===== src/rtl/isb_pkg.sv =====
`timescale 1ns / 1ps
// ----------------------------------------------------------------------------
// isb_pkg
// shared constants and controller/datapath handshake types for the sorter
// ----------------------------------------------------------------------------
package isb_pkg;

  localparam int unsigned MaxItems = 16;
  localparam int unsigned DataW    = 32;
  localparam int unsigned CntW     = $clog2(MaxItems + 1);

  typedef logic signed [DataW-1:0] data_t;
  typedef logic [CntW-1:0]         cnt_t;

  typedef enum logic [1:0] {
    ST_FILL = 2'b01,
    ST_EMIT = 2'b10
  } state_e;

  typedef struct packed {
    logic insert;
    logic pop;
    logic clear;
  } cmd_t;

  typedef struct packed {
    logic out_free;
    logic one_left;
  } status_t;

endpackage


===== src/rtl/isb_dp.sv =====
`timescale 1ns / 1ps
// ----------------------------------------------------------------------------
// isb_dp
// row of compare-and-shift cells, fill count, drop flag and output register
// ----------------------------------------------------------------------------
module isb_dp import isb_pkg::*; (
  input  logic    clk_i,
  input  logic    rst_ni,
  input  cmd_t    cmd_i,
  output status_t status_o,
  input  data_t   value_i,
  output data_t   sorted_value_o,
  output logic    final_res_o,
  output logic    overflowed_o,
  output logic    valid_o,
  input  logic    ready_i
);

  data_t          cell_q [MaxItems];
  data_t          cell_d [MaxItems];
  logic [MaxItems-1:0] take;
  cnt_t           count_q, count_d;
  logic           drop_q, drop_d;
  logic           full;
  logic           valid_q, valid_d;
  data_t          out_data_q;
  logic           out_last_q;
  logic           out_ovf_q;

  assign full = (count_q == cnt_t'(MaxItems));

  always_comb begin
    for (int i = 0; i < MaxItems; i++) begin
      take[i] = ((cnt_t'(i) < count_q) && (cell_q[i] > value_i)) ||
                (cnt_t'(i) == count_q);
    end
  end

  always_comb begin
    for (int i = 0; i < MaxItems; i++) begin
      cell_d[i] = cell_q[i];
      if (cmd_i.insert && !full) begin
        if (take[i]) begin
          if (i > 0 && take[(i > 0) ? i - 1 : 0]) begin
            cell_d[i] = cell_q[(i > 0) ? i - 1 : 0];
          end else begin
            cell_d[i] = value_i;
          end
        end
      end else if (cmd_i.pop && i < MaxItems - 1) begin
        cell_d[i] = cell_q[(i < MaxItems - 1) ? i + 1 : i];
      end
    end
  end

  always_comb begin
    count_d = count_q;
    drop_d  = drop_q;
    if (cmd_i.insert) begin
      if (full) begin
        drop_d = 1'b1;
      end else begin
        count_d = count_q + cnt_t'(1);
      end
    end else if (cmd_i.pop) begin
      count_d = count_q - cnt_t'(1);
    end
    if (cmd_i.clear) begin
      drop_d = 1'b0;
    end
  end

  always_comb begin
    valid_d = valid_q;
    if (cmd_i.pop) begin
      valid_d = 1'b1;
    end else if (ready_i) begin
      valid_d = 1'b0;
    end
  end

  always_ff @(posedge clk_i or negedge rst_ni) begin
    if (!rst_ni) begin
      count_q <= '0;
      drop_q  <= 1'b0;
      valid_q <= 1'b0;
    end else begin
      count_q <= count_d;
      drop_q  <= drop_d;
      valid_q <= valid_d;
    end
  end

  always_ff @(posedge clk_i) begin
    for (int i = 0; i < MaxItems; i++) begin
      cell_q[i] <= cell_d[i];
    end
    if (cmd_i.pop) begin
      out_data_q <= cell_q[0];
      out_last_q <= (count_q == cnt_t'(1));
      out_ovf_q  <= drop_q;
    end
  end

  assign status_o.out_free = !valid_q || ready_i;
  assign status_o.one_left = (count_q == cnt_t'(1));

  assign sorted_value_o = out_data_q;
  assign final_res_o    = out_last_q;
  assign overflowed_o   = out_ovf_q;
  assign valid_o        = valid_q;

endmodule


===== src/rtl/isb_ctrl.sv =====
`timescale 1ns / 1ps
// ----------------------------------------------------------------------------
// isb_ctrl
// fill/emit sequencer driving the sorter datapath
// ----------------------------------------------------------------------------
module isb_ctrl import isb_pkg::*; (
  input  logic    clk_i,
  input  logic    rst_ni,
  input  logic    in_valid_i,
  input  logic    in_last_i,
  output logic    in_ready_o,
  input  status_t status_i,
  output cmd_t    cmd_o
);

  state_e state_q, state_d;

  always_comb begin
    state_d    = state_q;
    in_ready_o = 1'b0;
    cmd_o      = '0;
    case (state_q)
      ST_FILL: begin
        in_ready_o   = 1'b1;
        cmd_o.insert = in_valid_i;
        if (in_valid_i && in_last_i) begin
          state_d = ST_EMIT;
        end
      end
      ST_EMIT: begin
        cmd_o.pop = status_i.out_free;
        if (status_i.out_free && status_i.one_left) begin
          cmd_o.clear = 1'b1;
          state_d     = ST_FILL;
        end
      end
      default: begin
        state_d = ST_FILL;
      end
    endcase
  end

  always_ff @(posedge clk_i or negedge rst_ni) begin
    if (!rst_ni) begin
      state_q <= ST_FILL;
    end else begin
      state_q <= state_d;
    end
  end

endmodule


===== src/rtl/insertion_sort_block.sv =====
`timescale 1ns / 1ps
// ----------------------------------------------------------------------------
// insertion_sort_block
// streaming insertion sorter for signed 32-bit values
// ----------------------------------------------------------------------------
// input beats carry one value each (s_axis_tdata) and s_axis_tlast marks the
// last value of a set. each value is inserted into a row of
// 16 compare-and-shift cells; equal values keep arrival order. values that
// arrive while the row is full are dropped and the set is marked overflowed.
// after the tlast beat the block stops taking input and emits the set in
// ascending order on m_axis, one beat per cycle while the receiver is ready,
// with m_axis_tlast on the final beat and m_axis_tuser high on every beat of
// an overflowed set. while filling, a beat is taken whenever one is offered.
// the row keeps up to 16 values of a set, drained through the single
// output register while the cell row shifts down one place per beat. the first
// result is popped once the emit state is entered and the output register is
// free. a stalled receiver holds the output register and pauses the drain;
// input is taken again as soon as the last result sits in the output
// register. reset empties the row, clears the overflow mark and m_axis_tvalid.
// ----------------------------------------------------------------------------
module insertion_sort_block import isb_pkg::*; (
  input  logic        clk_i,
  input  logic        rst_ni,
  input  logic        s_axis_tvalid,
  output logic        s_axis_tready,
  input  logic [31:0] s_axis_tdata,   // [31:0] value
  input  logic        s_axis_tlast,   // last_item
  output logic        m_axis_tvalid,
  input  logic        m_axis_tready,
  output logic [31:0] m_axis_tdata,   // [31:0] sorted_value
  output logic        m_axis_tlast,   // final_res
  output logic        m_axis_tuser    // [0] overflowed
);

  cmd_t    cmd;
  status_t status;

  isb_ctrl u_ctrl (
    .clk_i      (clk_i),
    .rst_ni     (rst_ni),
    .in_valid_i (s_axis_tvalid),
    .in_last_i  (s_axis_tlast),
    .in_ready_o (s_axis_tready),
    .status_i   (status),
    .cmd_o      (cmd)
  );

  isb_dp u_dp (
    .clk_i          (clk_i),
    .rst_ni         (rst_ni),
    .cmd_i          (cmd),
    .status_o       (status),
    .value_i        (s_axis_tdata),
    .sorted_value_o (m_axis_tdata),
    .final_res_o    (m_axis_tlast),
    .overflowed_o   (m_axis_tuser),
    .valid_o        (m_axis_tvalid),
    .ready_i        (m_axis_tready)
  );

endmodule


===== config.mk =====
export PLATFORM = sky130hd
export DESIGN_NAME = insertion_sort_block
export DESIGN_NICKNAME = d
export VERILOG_FILES = /design/src/rtl/isb_pkg.sv /design/src/rtl/isb_dp.sv /design/src/rtl/isb_ctrl.sv /design/src/rtl/insertion_sort_block.sv
export SDC_FILE = /design/constraint.sdc
export NUM_CORES = 2
export LEC_CHECK = 0
export BUFFER_PORTS_ARGS = -buffer_cell sky130_fd_sc_hd__buf_2
export CAP_MARGIN = 20
export CORE_MARGIN = 3
export CORE_UTILIZATION = 45
export CTS_CLUSTER_SIZE = 24
export DETAILED_ROUTE_END_ITERATION = 16
export MAX_ROUTING_LAYER = met4
export SYNTH_ARGS = -nofsm -noshare
export SYNTH_HDL_FRONTEND = slang
export SYNTH_SLANG_ARGS = --single-unit
export TNS_END_PERCENT = 30

===== constraint.sdc =====
create_clock -name clk_i -period 5.6 [get_ports clk_i]
set_clock_uncertainty 0.15 [all_clocks]
set_input_delay 1.12 -clock clk_i [delete_from_list [all_inputs] [get_ports clk_i]]
set_output_delay 1.12 -clock clk_i [all_outputs]
set_load 0.01 [all_outputs]

## Word level (Yosys, flattened, before mapping)

Memory sizes are Yosys's and may differ from the RTL's.
Cells that the tools add are included.

| word-level totals | value |
|---|---|
| bits in registers | 43 |
| bits in latches | 0 |
| bits in writable memories | 512 |
| memory bits (read-only) | 0 |
| input bits | 37 |
| output and inout port bits | 36 |
| logic and storage cells | 187 |
| memories kept | 1 |

Memories:

| name | words | bits a word | rd ports | clocked after memory_dff | write ports | RTL line | text |
|---|---|---|---|---|---|---|---|
| u_dp.cell_q | 16 | 32 | 16 | 0 | 16 | isb_dp.sv:19 | `data_t cell_q [MaxItems];` |

| cells by class | value |
|---|---|
| add/subtract/negate cells | 2 |
| multiply operators | 0 |
| div/mod/pow operators | 0 |
| magnitude comparators | 32 |
| eq/ne operators | 22 |
| shifts and indexed selects | 0 |
| multiplexer cells | 77 |
| bitwise gates (word level) | 0 |
| reductions and logical operators | 46 |

Operators with widths:

| kind | count |
|---|---|
| 32-bit two-way mux | 62 |
| 32-bit greater-than comparator | 16 |
| 4-bit by 5-bit equality test with 1-bit output (first input constant) | 8 |
| 4-bit by 5-bit less-than comparator with 1-bit output (first input constant) | 8 |
| 3-bit by 5-bit equality test with 1-bit output (first input constant) | 4 |
| 3-bit by 5-bit less-than comparator with 1-bit output (first input constant) | 4 |
| 1-bit logical AND | 19 |
| 1-bit logical OR | 17 |
| 5-bit two-way mux | 3 |
| 2-bit by 5-bit equality test with 1-bit output (first input constant) | 2 |
| 1-bit by 5-bit less-than comparator with 1-bit output (first input constant) | 2 |
| 2-bit by 5-bit less-than comparator with 1-bit output (first input constant) | 2 |
| 1-bit two-way mux | 8 |
| 2-bit nonzero test | 4 |
| 2-bit two-way mux | 3 |
| 2-bit AND reduction | 3 |
| 5-bit by 1-bit adder with 5-bit output (second input constant) | 1 |
| 1-bit by 5-bit equality test with 1-bit output (first input constant) | 1 |
| 5-bit by 1-bit equality test with 1-bit output (second input constant) | 1 |
| 5-bit equality test (second input constant) | 1 |
| 5-bit logical NOT | 1 |
| 5-bit by 1-bit subtractor with 5-bit output (second input constant) | 1 |
| 2-bit by 1-bit inequality test with 1-bit output (second input constant) | 2 |
| 2-bit one-hot mux with 2 select lines | 1 |
| other kinds (4) | 5 |

## Logic depth before layout (Yosys ltp)

| depth | value |
|---|---|
| depth after elaboration | 7 |
| mapped depth | 12 |
| mapped depth without buffers | 10 |

## Modules after synthesis

A second synthesis with hierarchy kept.

| second synthesis, totals | value |
|---|---|
| cells, all modules | 3,971 |
| area, all modules | 39,945.8 µm² |

By module, submodules not included:

| module | times used | cells each | area each (µm²) |
|---|---|---|---|
| isb_dp | 1 | 3,961 | 39,828.2 |
| isb_ctrl | 1 | 10 | 117.6 |

## Worst setup path after synthesis

No wires, ideal clock.

| timing path | value |
|---|---|
| kind | in2reg |
| start | in s_axis_tdata[31] |
| end | mem u_dp.cell_q[4][0] (netlist name) (enable) |
| data arrival time | 5.732 ns |
| data required time | 4.984 ns |
| slack | -0.748 ns |
| cell stages on the path | 11 |
| buffers on the path | 2 |
| cell sequence | inv_1 -> ha_1 -> nand4_1 -> nor2_1 -> a221o_1 -> a211o_1 -> or3b_1 -> and3_1 -> buf_2 -> buf_6 -> o21ai_0 |

RTL lines:

| item | RTL line | text |
|---|---|---|
| start, declared | insertion_sort_block.sv:26 | `input logic [31:0] s_axis_tdata,` |
| end, declared | isb_dp.sv:19 |  |

==> flow_metrics.py <==
metrics = {
    "yosys": {
        "ys_warn_count": 0,
        "yosys_register_bits": 555,
        "avgSynthCellArea_um2": 9.67,
        "postSynthCellCount": 4055,
        "synth_top_family_by_area": "compound AO/OA/AOI/OAI gates",
        "yosysTopAreaCellShare": 0.418,
        "synth_area_leaders": "edfxtp_1 (42%), ha_1 (17%), o21ai_0 (4.4%), nand2_1 (3.8%), a31oi_1 (3.7%)",
        "ys_async_sr_fraction": 0.0162,
        "ys_seq_area_frac": 0.424,
        "synthMuxAreaShare": 0.0176,
        "synthXorXnorAreaFrac": 0.000894,
        "synth_cell_types": 72,
        "synth_edf_count": 546,
        "synth_ff_type": "edfxtp_1",
        "synth-simple-area-share": 0.174,
        "synth_area_leader_cell": "edfxtp_1",
        "synth_fa_ha_area_frac": 0.165,
        "syn_nets": 4609,
        "synth_compound_area_frac": 0.185,
        "synth_area_mm2": 0.0392,
    },
    "finish": {
        "final_nets": 4647,
        "area_growth_pct": 10.9,
        "fillers": 7814,
        "final_common_cell": "edfxtp_1",
        "fin_area_mm2": 0.0435,
        "final_cell_mix": "edfxtp_1 (546), ha_1 (517), nand2_1 (396)",
        "layout-drive-gt1-share": 0.0915,
    },
    "clock_tree": {
        "numCtsBuffers": 69,
        "post_cts_buffers": 0,
        "cts-resized-gates": 0,
        "clk_latency_ns": 0.64,
        "root_buffer": "clkbuf_16",
        "cts_tree": "built",
        "path_clk_slew_ns": 0.06,
        "cts_hold_buffers": 0,
        "clockBufferDepth": 3,
        "cts.sinks": 555,
        "htree_num_levels": 3,
    },
    "route": {
        "viasPerCell": 6.22,
        "top_layer_used": "met4",
        "antenna_left": 0,
        "wl_met2_mm": 53.7,
        "routed_wl_mm": 122,
        "route.vias.total": 32900,
        "route.detailed.drc": 0,
        "drt_iter0_drc": 2994,
        "wl_met3_mm": 7.78,
        "dr.pass1.iters": 6,
        "wl_per_cell_um": 23.0,
        "met1_length_mm": 56.9,
    },
    "sta": {
        "setup_viol": 0,
        "period_share": 0.816,
        "finalCriticalPeriod_ns": 4.57,
        "hold_viol": 0,
        "worst_slack_ns": 1.03,
        "max_freq_mhz": 219,
        "relSlewSlack": 0.352,
        "finalMaxSlewViolations": 0,
        "rsz0062_at_grt": "no",
        "worstMarginPinSlew_ns": 0.964,
    },
    "global_route": {
        "grt.total_usage": 0.270,
        "grt_overflow": 0,
        "grt_max_degree": 71,
        "antenna_found_initial": 1,
        "grt_pass1_vias": 31000,
        "grt_pass1_wl_mm": 185,
    },
    "worst_setup_path": {
        "critPathLaunchType": "input port",
        "worstPathArrival_ns": 4.73,
        "rr_worst_depth": 11,
        "required_ns": 5.76,
        "endpoint_kind": "flop",
        "crit_fanout": 24,
        "path_class": "input port to flop",
    },
    "pwr": {
        "p_per_area_mw_per_mm2": 442,
        "power_w": 0.0192,
        "p_leak_nw": 16.9,
        "ir_drop_mv": 0.279,
    },
    "place": {
        "dpl_cell_area_mm2": 0.0414,
        "gp_congestion": 0.953,
        "place_ws_ns": 0.485,
        "dpl.hpwl_mm": 92.9,
        "port_buffers": 72,
    },
    "floorplanning": {
        "dieHeight_um": 301,
        "core-area_mm2": 0.0858,
        "die_area_mm2": 0.0907,
        "start_util": 0.457,
        "row_count": 107,
        "die_w_um": 301,
        "io_pins": 73,
    },
    "job": {
        "drv_cap": 0,
    },
    "worst_hold_path": {
        "hp-class": "input port to asynchronous set/reset pin",
    },
    "run_status": {
        "status": "completed",
    },
}
critical path: stages:
cell     delay (ns)
buf_2          0.15
inv_1          0.19
ha_1           0.37
nand4_1        0.31
nor4_1         0.69
buf_4          0.22
a22oi_1        0.09
a31oi_1        0.20
and3_2         0.43
buf_12         0.29
mux2i_1        0.41
o21ai_0        0.19
report_power, final:
part / leakage, nW / internal (W) / switching [W]
registers: 5.13 / 0.00615 / 0.000851
logic: 10.7 / 0.00287 / 0.00505
clock network: 1.01 / 0.00239 / 0.00189
metrics by stage:
| stage | util | hold WS [ns] | instances | TNS [ns] |
|---|---|---|---|---|
| final | 0.507 | 0.220 | 5286 | 0 |
| after global routing | 0.507 | 0.211 | 5285 | 0 |
| after CTS | 0.506 | 0.190 | 5283 | 0 |
| after detailed placement | 0.482 | 0.297 | 5165 | 0 |
| after global placement | 0.482 | 0.290 | 5165 | 0 |
| after floorplan | - | 0.276 | 4055 | -13.40 |
logic make-up after synthesis:
kind of cell | count (synthesis)
adder cells (fa/ha/maj) | 517
XOR/XNOR | 4
AND/OR/NAND/NOR | 1401
flip-flops | 555
buffers and inverters | 321
multiplexers | 65
AO/OA/AOI/OAI | 1192
cell usage after synthesis (54+ instances only):
library cell  instances
ha_1                517
nand4_1             105
or3_1               228
o21ai_0             344
nor2_1              296
o211ai_1            171
clkbuf_1            179
nand3_1             223
inv_1                65
a21o_1               54
edfxtp_1            546
a31oi_1             230
nand2_1             398
a21oi_1             284
layout make-up:
class | instances | area, um2 | share of cell area
clock inverters | 26 | 214 | 0.00492
multi-input cells | 3179 | 21400 | 0.491
well taps | 1144 | 1430 | 0.0329
clock buffers | 92 | 1860 | 0.0429
repair buffers | 223 | 1730 | 0.0398
flip-flops and latches | 555 | 16600 | 0.382
diodes | 2 | 5.00 | 0.000115
inverters | 65 | 244 | 0.00561
layer usage:
layer  up-vias  track usage
li1      15800            -
met3       188       0.0336
met5         -            -
met4         0       0.0728
met2      1080        0.405
met1     15800        0.385
state kept, by name (all words and copies together) (netlist names):
signal / count
u_dp.sorted_value_o: 32
u_dp.drop_q: 1
u_dp.cell_q: 512
u_ctrl.state_q: 2
u_dp.valid_o: 1
u_dp.final_res_o: 1
u_dp.count_q: 5
u_dp.overflowed_o: 1
worst paths after layout:
kind	end	start	slack (ns)
setup / recovery	u_dp.cell_q[5][11]	s_axis_tdata[11]	1.03
hold / removal	u_dp.valid_o	rst_ni	0.22
setup reg to reg	u_dp.cell_q[5][11]	u_dp.cell_q[4][9]	1.37
hold reg to reg	u_dp.overflowed_o	u_dp.drop_q	0.32
max in group asynchronous	u_ctrl.state_q[0]	rst_ni	4.82
min in group clk_i	u_dp.overflowed_o	u_dp.drop_q	0.32
Note: power is estimated with default switching activity, not from simulation.
